[src/pfd_pkg.sv]
`timescale 1ns / 1ps
`default_nettype none
// ----------------------------------------------------------------------------
// pfd_pkg
// Types, constants and lookup functions shared by the Playfair digraph
// encryptor modules.
// ----------------------------------------------------------------------------
package pfd_pkg;

    localparam int SQ_SIZE   = 5;
    localparam int CODE_W    = 5;
    localparam int ROW_W     = SQ_SIZE * CODE_W;
    localparam int POS_W     = 3;
    localparam int CFG_IDX_W = 3;

    typedef logic [CODE_W-1:0]    letter_t;
    typedef logic [ROW_W-1:0]     key_row_t;
    typedef key_row_t [SQ_SIZE-1:0] key_square_t;
    typedef logic [POS_W-1:0]     pos_t;

    localparam letter_t LETTER_I = letter_t'(8);
    localparam letter_t LETTER_J = letter_t'(9);
    localparam letter_t LETTER_X = letter_t'(23);

    localparam pos_t POS_FIRST = pos_t'(0);
    localparam pos_t POS_LAST  = pos_t'(SQ_SIZE - 1);

    // Square after reset, rows LGDBA / QMHEC / URNIF / XVSOK / ZYWTP
    localparam key_row_t KEY_ROW_ZERO_RST  = key_row_t'(36043);
    localparam key_row_t KEY_ROW_ONE_RST   = key_row_t'(2235792);
    localparam key_row_t KEY_ROW_TWO_RST   = key_row_t'(5518900);
    localparam key_row_t KEY_ROW_THREE_RST = key_row_t'(10963639);
    localparam key_row_t KEY_ROW_FOUR_RST  = key_row_t'(16374553);

    typedef enum logic [CFG_IDX_W-1:0] {
        KEY_ROW_ZERO  = 3'd0,
        KEY_ROW_ONE   = 3'd1,
        KEY_ROW_TWO   = 3'd2,
        KEY_ROW_THREE = 3'd3,
        KEY_ROW_FOUR  = 3'd4
    } cfg_idx_t;

    // One digraph on its way to the cipher stage; dup asks for a second
    // copy with the last flag set.
    typedef struct packed {
        letter_t first;
        letter_t second;
        logic    last;
        logic    dup;
    } pair_t;

    typedef struct packed {
        pos_t row;
        pos_t col;
    } loc_t;

    function automatic letter_t key_cell(input key_square_t sq, input pos_t r, input pos_t c);
        key_row_t row;
        letter_t  code;
        row = sq[r];
        case (c)
            3'd0:    code = row[4:0];
            3'd1:    code = row[9:5];
            3'd2:    code = row[14:10];
            3'd3:    code = row[19:15];
            3'd4:    code = row[24:20];
            default: code = row[4:0];
        endcase
        return code;
    endfunction

    // Priority search: the lowest row-major match wins, no match gives 0,0.
    function automatic loc_t locate(input key_square_t sq, input letter_t letter);
        loc_t loc;
        loc.row = POS_FIRST;
        loc.col = POS_FIRST;
        for (int i = SQ_SIZE - 1; i >= 0; i--)
        begin
            for (int j = SQ_SIZE - 1; j >= 0; j--)
            begin
                if (key_cell(sq, pos_t'(i), pos_t'(j)) == letter)
                begin
                    loc.row = pos_t'(i);
                    loc.col = pos_t'(j);
                end
            end
        end
        return loc;
    endfunction

    function automatic pos_t wrap_inc(input pos_t p);
        return (p == POS_LAST) ? POS_FIRST : pos_t'(p + pos_t'(1));
    endfunction

endpackage
`default_nettype wire

[src/playfair_digraph_encrypt_core.sv]
`timescale 1ns / 1ps
`default_nettype none
// ----------------------------------------------------------------------------
// playfair_digraph_encrypt_core
// Playfair encryptor: letter stream in, cipher digraph stream out.
// ----------------------------------------------------------------------------
// Accepts one plaintext letter (A=0..Z=25, J folded to I) per clock on the
// slave stream unless the output side stalls, tlast marking the end of the
// message. Letters pair up into digraphs; a doubled letter is split with X,
// a lone final letter is padded with X. Each digraph leaves on the master
// stream as one request: it is registered in the pair register, then goes
// through the 25-way key square search into the output register. A doubled
// letter at the end of a message yields two requests, which holds the output
// register, and so the input, until the second is taken. The key square
// is five 25-bit rows written at config indices 0..4; write only while idle.
// ----------------------------------------------------------------------------
module playfair_digraph_encrypt_core
(
    input  wire logic                          clk,
    input  wire logic                          rst_n,
    input  wire logic                          cfg_we,
    input  wire logic [pfd_pkg::CFG_IDX_W-1:0] cfg_addr,
    input  wire logic [pfd_pkg::ROW_W-1:0]     cfg_wdata,
    input  wire logic                          s_axis_tvalid,
    output logic                               s_axis_tready,
    input  wire logic [7:0]                    s_axis_tdata,  // [4:0] plain_letter
    input  wire logic                          s_axis_tlast,  // end_of_message
    output logic                               m_axis_tvalid,
    input  wire logic                          m_axis_tready,
    output logic [15:0]                        m_axis_tdata,  // [4:0] cipher_first,
                                                              // [9:5] cipher_second
    output logic                               m_axis_tlast   // last_pair
);

    pfd_pkg::key_square_t square;
    pfd_pkg::pair_t       pair;
    logic                 pair_valid;
    logic                 pair_ready;
    pfd_pkg::letter_t     cipher_first;
    pfd_pkg::letter_t     cipher_second;

    pfd_keysq u_keysq
    (
        .clk       (clk),
        .rst_n     (rst_n),
        .cfg_we    (cfg_we),
        .cfg_addr  (cfg_addr),
        .cfg_wdata (cfg_wdata),
        .square    (square)
    );

    pfd_pair u_pair
    (
        .clk        (clk),
        .rst_n      (rst_n),
        .in_valid   (s_axis_tvalid),
        .in_ready   (s_axis_tready),
        .in_letter  (s_axis_tdata[4:0]),
        .in_last    (s_axis_tlast),
        .pair_valid (pair_valid),
        .pair_ready (pair_ready),
        .pair       (pair)
    );

    pfd_cipher u_cipher
    (
        .clk        (clk),
        .rst_n      (rst_n),
        .square     (square),
        .pair_valid (pair_valid),
        .pair_ready (pair_ready),
        .pair       (pair),
        .out_valid  (m_axis_tvalid),
        .out_ready  (m_axis_tready),
        .out_first  (cipher_first),
        .out_second (cipher_second),
        .out_last   (m_axis_tlast)
    );

    assign m_axis_tdata = {6'd0, cipher_second, cipher_first};

endmodule
`default_nettype wire

[src/pfd_keysq.sv]
`timescale 1ns / 1ps
`default_nettype none
// ----------------------------------------------------------------------------
// pfd_keysq
// Key square register file, written row by row from the config port.
// ----------------------------------------------------------------------------
module pfd_keysq
(
    input  wire logic                              clk,
    input  wire logic                              rst_n,
    input  wire logic                              cfg_we,
    input  wire logic [pfd_pkg::CFG_IDX_W-1:0]     cfg_addr,
    input  wire logic [pfd_pkg::ROW_W-1:0]         cfg_wdata,
    output pfd_pkg::key_square_t                   square
);

    pfd_pkg::key_square_t square_reg;
    pfd_pkg::key_square_t square_next;

    always_comb
    begin
        square_next = square_reg;
        if (cfg_we)
        begin
            unique case (cfg_addr)
                pfd_pkg::KEY_ROW_ZERO:  square_next[0] = cfg_wdata;
                pfd_pkg::KEY_ROW_ONE:   square_next[1] = cfg_wdata;
                pfd_pkg::KEY_ROW_TWO:   square_next[2] = cfg_wdata;
                pfd_pkg::KEY_ROW_THREE: square_next[3] = cfg_wdata;
                pfd_pkg::KEY_ROW_FOUR:  square_next[4] = cfg_wdata;
                default:                square_next = square_reg;
            endcase
        end
    end

    always_ff @(posedge clk or negedge rst_n)
    begin
        if (!rst_n)
        begin
            square_reg[0] <= pfd_pkg::KEY_ROW_ZERO_RST;
            square_reg[1] <= pfd_pkg::KEY_ROW_ONE_RST;
            square_reg[2] <= pfd_pkg::KEY_ROW_TWO_RST;
            square_reg[3] <= pfd_pkg::KEY_ROW_THREE_RST;
            square_reg[4] <= pfd_pkg::KEY_ROW_FOUR_RST;
        end
        else
        begin
            square_reg <= square_next;
        end
    end

    assign square = square_reg;

endmodule
`default_nettype wire

[src/pfd_pair.sv]
`timescale 1ns / 1ps
`default_nettype none
// ----------------------------------------------------------------------------
// pfd_pair
// Digraph former: holds the pending letter, splits doubled letters and pads
// a lone final letter with X, then registers the pair.
// ----------------------------------------------------------------------------
module pfd_pair
(
    input  wire logic               clk,
    input  wire logic               rst_n,
    input  wire logic               in_valid,
    output logic                    in_ready,
    input  wire pfd_pkg::letter_t   in_letter,
    input  wire logic               in_last,
    output logic                    pair_valid,
    input  wire logic               pair_ready,
    output pfd_pkg::pair_t          pair
);

    pfd_pkg::letter_t pend_letter_reg;
    pfd_pkg::letter_t pend_letter_next;
    logic             pend_valid_reg;
    logic             pend_valid_next;
    logic             pair_valid_reg;
    logic             pair_valid_next;
    pfd_pkg::pair_t   pair_reg;
    pfd_pkg::pair_t   pair_next;

    pfd_pkg::letter_t letter;
    logic             accept;
    logic             emit;

    assign in_ready = !pair_valid_reg || pair_ready;
    assign accept   = in_valid && in_ready;
    assign letter   = (in_letter == pfd_pkg::LETTER_J) ? pfd_pkg::LETTER_I : in_letter;

    always_comb
    begin
        pend_letter_next = pend_letter_reg;
        pend_valid_next  = pend_valid_reg;
        pair_next        = pair_reg;
        emit             = 1'b0;
        if (accept)
        begin
            if (!pend_valid_reg)
            begin
                if (in_last)
                begin
                    emit      = 1'b1;
                    pair_next = '{first: letter, second: pfd_pkg::LETTER_X,
                                  last: 1'b1, dup: 1'b0};
                end
                else
                begin
                    pend_letter_next = letter;
                    pend_valid_next  = 1'b1;
                end
            end
            else if (pend_letter_reg != letter)
            begin
                emit            = 1'b1;
                pair_next       = '{first: pend_letter_reg, second: letter,
                                    last: in_last, dup: 1'b0};
                pend_valid_next = 1'b0;
            end
            else
            begin
                // doubled letter: pad with X, keep the letter pending unless
                // the message ends, then the same pair goes out twice
                emit            = 1'b1;
                pair_next       = '{first: pend_letter_reg, second: pfd_pkg::LETTER_X,
                                    last: 1'b0, dup: in_last};
                pend_valid_next = !in_last;
            end
        end
        pair_valid_next = (pair_valid_reg && !pair_ready) || emit;
    end

    always_ff @(posedge clk or negedge rst_n)
    begin
        if (!rst_n)
        begin
            pend_letter_reg <= '0;
            pend_valid_reg  <= 1'b0;
            pair_valid_reg  <= 1'b0;
        end
        else
        begin
            pend_letter_reg <= pend_letter_next;
            pend_valid_reg  <= pend_valid_next;
            pair_valid_reg  <= pair_valid_next;
        end
    end

    always_ff @(posedge clk)
    begin
        pair_reg <= pair_next;
    end

    assign pair_valid = pair_valid_reg;
    assign pair       = pair_reg;

endmodule
`default_nettype wire

[src/pfd_cipher.sv]
`timescale 1ns / 1ps
`default_nettype none
// ----------------------------------------------------------------------------
// pfd_cipher
// Locates both letters of a digraph in the key square, applies the row,
// column or rectangle rule and registers the cipher pair for output.
// ----------------------------------------------------------------------------
module pfd_cipher
(
    input  wire logic                  clk,
    input  wire logic                  rst_n,
    input  wire pfd_pkg::key_square_t  square,
    input  wire logic                  pair_valid,
    output logic                       pair_ready,
    input  wire pfd_pkg::pair_t        pair,
    output logic                       out_valid,
    input  wire logic                  out_ready,
    output pfd_pkg::letter_t           out_first,
    output pfd_pkg::letter_t           out_second,
    output logic                       out_last
);

    pfd_pkg::loc_t    loc_a;
    pfd_pkg::loc_t    loc_b;
    pfd_pkg::letter_t enc_a;
    pfd_pkg::letter_t enc_b;

    logic             valid_reg;
    logic             valid_next;
    logic             rep_reg;
    logic             rep_next;
    logic             last_reg;
    logic             last_next;
    pfd_pkg::letter_t first_reg;
    pfd_pkg::letter_t first_next;
    pfd_pkg::letter_t second_reg;
    pfd_pkg::letter_t second_next;

    logic             take;
    logic             drain;

    always_comb
    begin
        loc_a = pfd_pkg::locate(square, pair.first);
        loc_b = pfd_pkg::locate(square, pair.second);
        if (loc_a.row == loc_b.row)
        begin
            enc_a = pfd_pkg::key_cell(square, loc_a.row, pfd_pkg::wrap_inc(loc_a.col));
            enc_b = pfd_pkg::key_cell(square, loc_b.row, pfd_pkg::wrap_inc(loc_b.col));
        end
        else if (loc_a.col == loc_b.col)
        begin
            enc_a = pfd_pkg::key_cell(square, pfd_pkg::wrap_inc(loc_a.row), loc_a.col);
            enc_b = pfd_pkg::key_cell(square, pfd_pkg::wrap_inc(loc_b.row), loc_b.col);
        end
        else
        begin
            enc_a = pfd_pkg::key_cell(square, loc_a.row, loc_b.col);
            enc_b = pfd_pkg::key_cell(square, loc_b.row, loc_a.col);
        end
    end

    // output register frees only when its last copy is taken
    assign drain      = valid_reg && out_ready;
    assign pair_ready = !valid_reg || (out_ready && !rep_reg);
    assign take       = pair_valid && pair_ready;

    always_comb
    begin
        valid_next  = valid_reg;
        rep_next    = rep_reg;
        last_next   = last_reg;
        first_next  = first_reg;
        second_next = second_reg;
        if (take)
        begin
            valid_next  = 1'b1;
            rep_next    = pair.dup;
            last_next   = pair.last;
            first_next  = enc_a;
            second_next = enc_b;
        end
        else if (drain)
        begin
            if (rep_reg)
            begin
                // resend the same pair, now marked last
                rep_next  = 1'b0;
                last_next = 1'b1;
            end
            else
            begin
                valid_next = 1'b0;
            end
        end
    end

    always_ff @(posedge clk or negedge rst_n)
    begin
        if (!rst_n)
        begin
            valid_reg <= 1'b0;
            rep_reg   <= 1'b0;
        end
        else
        begin
            valid_reg <= valid_next;
            rep_reg   <= rep_next;
        end
    end

    always_ff @(posedge clk)
    begin
        last_reg   <= last_next;
        first_reg  <= first_next;
        second_reg <= second_next;
    end

    assign out_valid  = valid_reg;
    assign out_first  = first_reg;
    assign out_second = second_reg;
    assign out_last   = last_reg;

endmodule
`default_nettype wire
[config.mk]
export PLATFORM = sky130hd
export DESIGN_NAME = playfair_digraph_encrypt_core
export DESIGN_NICKNAME = d
export VERILOG_FILES = /design/src/pfd_pkg.sv /design/src/playfair_digraph_encrypt_core.sv /design/src/pfd_keysq.sv /design/src/pfd_pair.sv /design/src/pfd_cipher.sv
export SDC_FILE = /design/constraint.sdc
export NUM_CORES = 1
export LEC_CHECK = 0
export BUFFER_PORTS_ARGS = -buffer_cell sky130_fd_sc_hd__buf_4
export CORE_ASPECT_RATIO = 0.7
export CORE_UTILIZATION = 40
export DETAILED_ROUTE_END_ITERATION = 10
export PLACE_DENSITY_LB_ADDON = 0.05
export SETUP_SLACK_MARGIN = 0.3
export SYNTH_ARGS = -nofsm -noshare
export SYNTH_HDL_FRONTEND = slang
export SYNTH_SLANG_ARGS = --single-unit
[constraint.sdc]
create_clock -name clk -period 5.8 [get_ports clk]
set_input_delay 1.16 -clock clk [delete_from_list [all_inputs] [get_ports clk]]
set_output_delay 1.16 -clock clk [all_outputs]
set_load 0.01 [all_outputs]
==> results.cfg <==
[run_status]
outcome = completed

[grt]
grt_pass1_wl_um = 126000
grt_start_max_net_pins = 88
grt_overflow = 0
grt_pass1_vias = 15670
antenna_found_initial = 6
grtUsageTotal_pct = 42.5

[finish]
fill_cells = 4110
largest_reg_flops = 125
multi_input_area_mm2 = 0.0112
final-seq-area_mm2 = 0.00411
syn_to_final_growth_pct = 11.1
finalNetCount = 1955
drive_above_1_share_pct = 27.8

[worst_setup_path]
endpoint_kind = flop
start_kind = flop
rr_worst_depth = 21
worst-setup-path-type = flop to flop
path_cells = buf_12 -> xor2_1 -> nor3_2 -> and3_1 -> nor4_2 -> nand4_2 -> nor2_4 -> inv_2 -> ha_1 -> inv_1 -> a41oi_2 -> o311ai_1 -> buf_4 -> a21oi_4 -> buf_4 -> mux2i_1 -> o221ai_1 -> o21a_1 -> o311ai_0 -> buf_4 -> a31oi_1
cp_max_fo = 25
cp_data_required_time_ns = 6.03
crit_family = compound AO/OA/AOI/OAI gates
crit_slowest_cell = o311ai_0
crit_top_cell = buf_4
slowest_delay_ns = 0.59
path_depth = 21
path_buf_inv = 6
cp.arrival_ns = 5.63

[job]
drv_cap = 0

[die]
initial_utilization_pct = 40.6
die_w_um = 246
die-area_mm2 = 0.0424
io_pins = 61
die_y_um = 173
rows = 62
coreArea_mm2 = 0.0410

[clock_network]
cts_tree = built
postCtsHoldBufs = 0
clkSinkCount = 157
htree_levels = 4
clk_latency_ns = 0.49
cts-buffers-inserted = 17
ctsRootBufferMaster = clkbuf_16
clkTransAtPathRegs_ns = 0.07
clk_path_buf_depth = 2

[synthesis]
synthCells = 1897
synth_edf_count = 23
ys_top_cells_by_count = 144 x mux2_2, 140 x xor2_1, 133 x nand2_1
ys_ff_latch = 157
ys_types = 113
synth_top_cells_by_area = dfrtp_1 12%, mux2_2 9.8%, dfstp_2 8.7%
ys_warn_count = 0
synth_area_per_cell_um2 = 8.76
synth.most_common_cell = mux2_2
post-synth-top-area-fraction_pct = 11.9
synth_area_mm2 = 0.0166
yosys.area.top_type = dfrtp_1
ys.flop_type = dfrtp_1
async_reset_ff_share_pct = 85.4
yosysSeqAreaShare_pct = 24.7

[sta]
tightestPinTransition_ns = 1.07
hold_viol_final = 0
finalClockSkew_ns = 0.0238
slew_violations = 0
period_share_pct = 93.0
slew_headroom_pct = 27.9
period_needed_ns = 5.40
rsz0062_at_grt = no
finalSetupViolCount = 0
fmax_mhz = 185
fin_setup_tns_ns = 0

[route]
wirelength_um = 90200
dr.pass1.iters = 6
drtIter0Drc = 2530
vias_per_cell = 6.93
ant_nets = 0
drc_errors = 0
vias = 17027
detail_route.wl_per_cell_um = 36.7

[placement]
port_buffers = 51
place.gp.congestion = 1.09
dp_hpwl_um = 67700

[hold_path]
hold_depth = 1
hp-class = flop to flop
==> per-layer routing <==
layer,part of all wire [%],track usage [%]
met5,0.14,1.58
met4,4.5,17.4
met3,14,15.8
met2,38,54.4
met1,44,62.4
==> placed cells by master, fill, tap and decap left out, drive strengths merged, types with 52 or more instances in the layout <==
cell     n
nand3  108
nor3    71
mux2   149
nor2    55
xnor2  120
dfrtp   79
o21ai   99
dfstp   55
inv     52
xor2   142
nand2  137
a21oi   55
buf    212
==> worst paths after layout <==
kind / startpoint / end / slack (ns)
max in group asynchronous: rst_n / u_keysq.square[19] / 3.88
min in group asynchronous: rst_n / u_keysq.square[26] / 0.72
setup / recovery: u_pair.pair[8] / u_cipher.out_first[0] / 0.40
hold reg to reg: u_pair.pair_valid / u_cipher.out_valid / 0.54
hold / removal: u_pair.pair_valid / u_cipher.out_valid / 0.54
setup reg to reg: u_pair.pair[8] / u_cipher.out_first[0] / 0.40
==> worst register-to-register path, delay by kind of cell, from the launching register on <==
| family | cells | cell delay, ns |
|---|---|---|
| simple gates | 5 | 1.28 |
| fa+ha+maj | 1 | 0.25 |
| flops | 1 | 0.41 |
| buf+inv | 6 | 1.05 |
| mux | 1 | 0.20 |
| compound gates | 7 | 1.71 |
| xor+xnor | 1 | 0.23 |
==> area by class of cell <==
type / count / share of cell area (%)
inverter: 43 / 0.874
tap: 544 / 3.69
clock inverter: 15 / 0.833
multi-input combinational: 1468 / 60.8
sequential: 157 / 22.3
antenna: 1 / 0.0136
clock buffer: 17 / 2.30
timing repair buffer: 212 / 9.25
==> cell families (layout without fill, tap and decap cells) <==
| kind of cell | after synthesis | in the layout | share of synthesized area [%] |
|---|---|---|---|
| xor+xnor | 262 | 262 | 13.9 |
| flops | 157 | 157 | 24.7 |
| simple gates | 508 | 508 | 16.6 |
| buf+inv | 277 | 287 | 8.26 |
| other cells | 1 | 7 | 0.0226 |
| compound gates | 469 | 469 | 20.8 |
| fa+ha+maj | 14 | 14 | 1.05 |
| mux | 209 | 209 | 14.6 |
==> through the flow <==
step | hold WS, ns | cells | setup WS [ns] | area (um^2) | util (%)
2_1_floorplan | 0.449 | 1902 | 0.827 | 16600 | -
3_3_place_gp | 0.505 | 2420 | 0.404 | 17800 | 43.5
3_5_place_dp | 0.509 | 2420 | 0.421 | 17800 | 43.5
4_1_cts | 0.534 | 2452 | 0.395 | 18400 | 44.9
5_1_grt | 0.544 | 2456 | 0.338 | 18500 | 45.1
6_report | 0.536 | 2457 | 0.404 | 18500 | 45.1
==> what timing repair did <==
action | CTS | global route
buffers inserted | 0 | 4
setup endpoints to repair | 0 | 6
resized for setup | 0 | 4
Power is not shown: default switching activity piles up to over one toggle a cycle in this logic, so the estimate is an artifact.
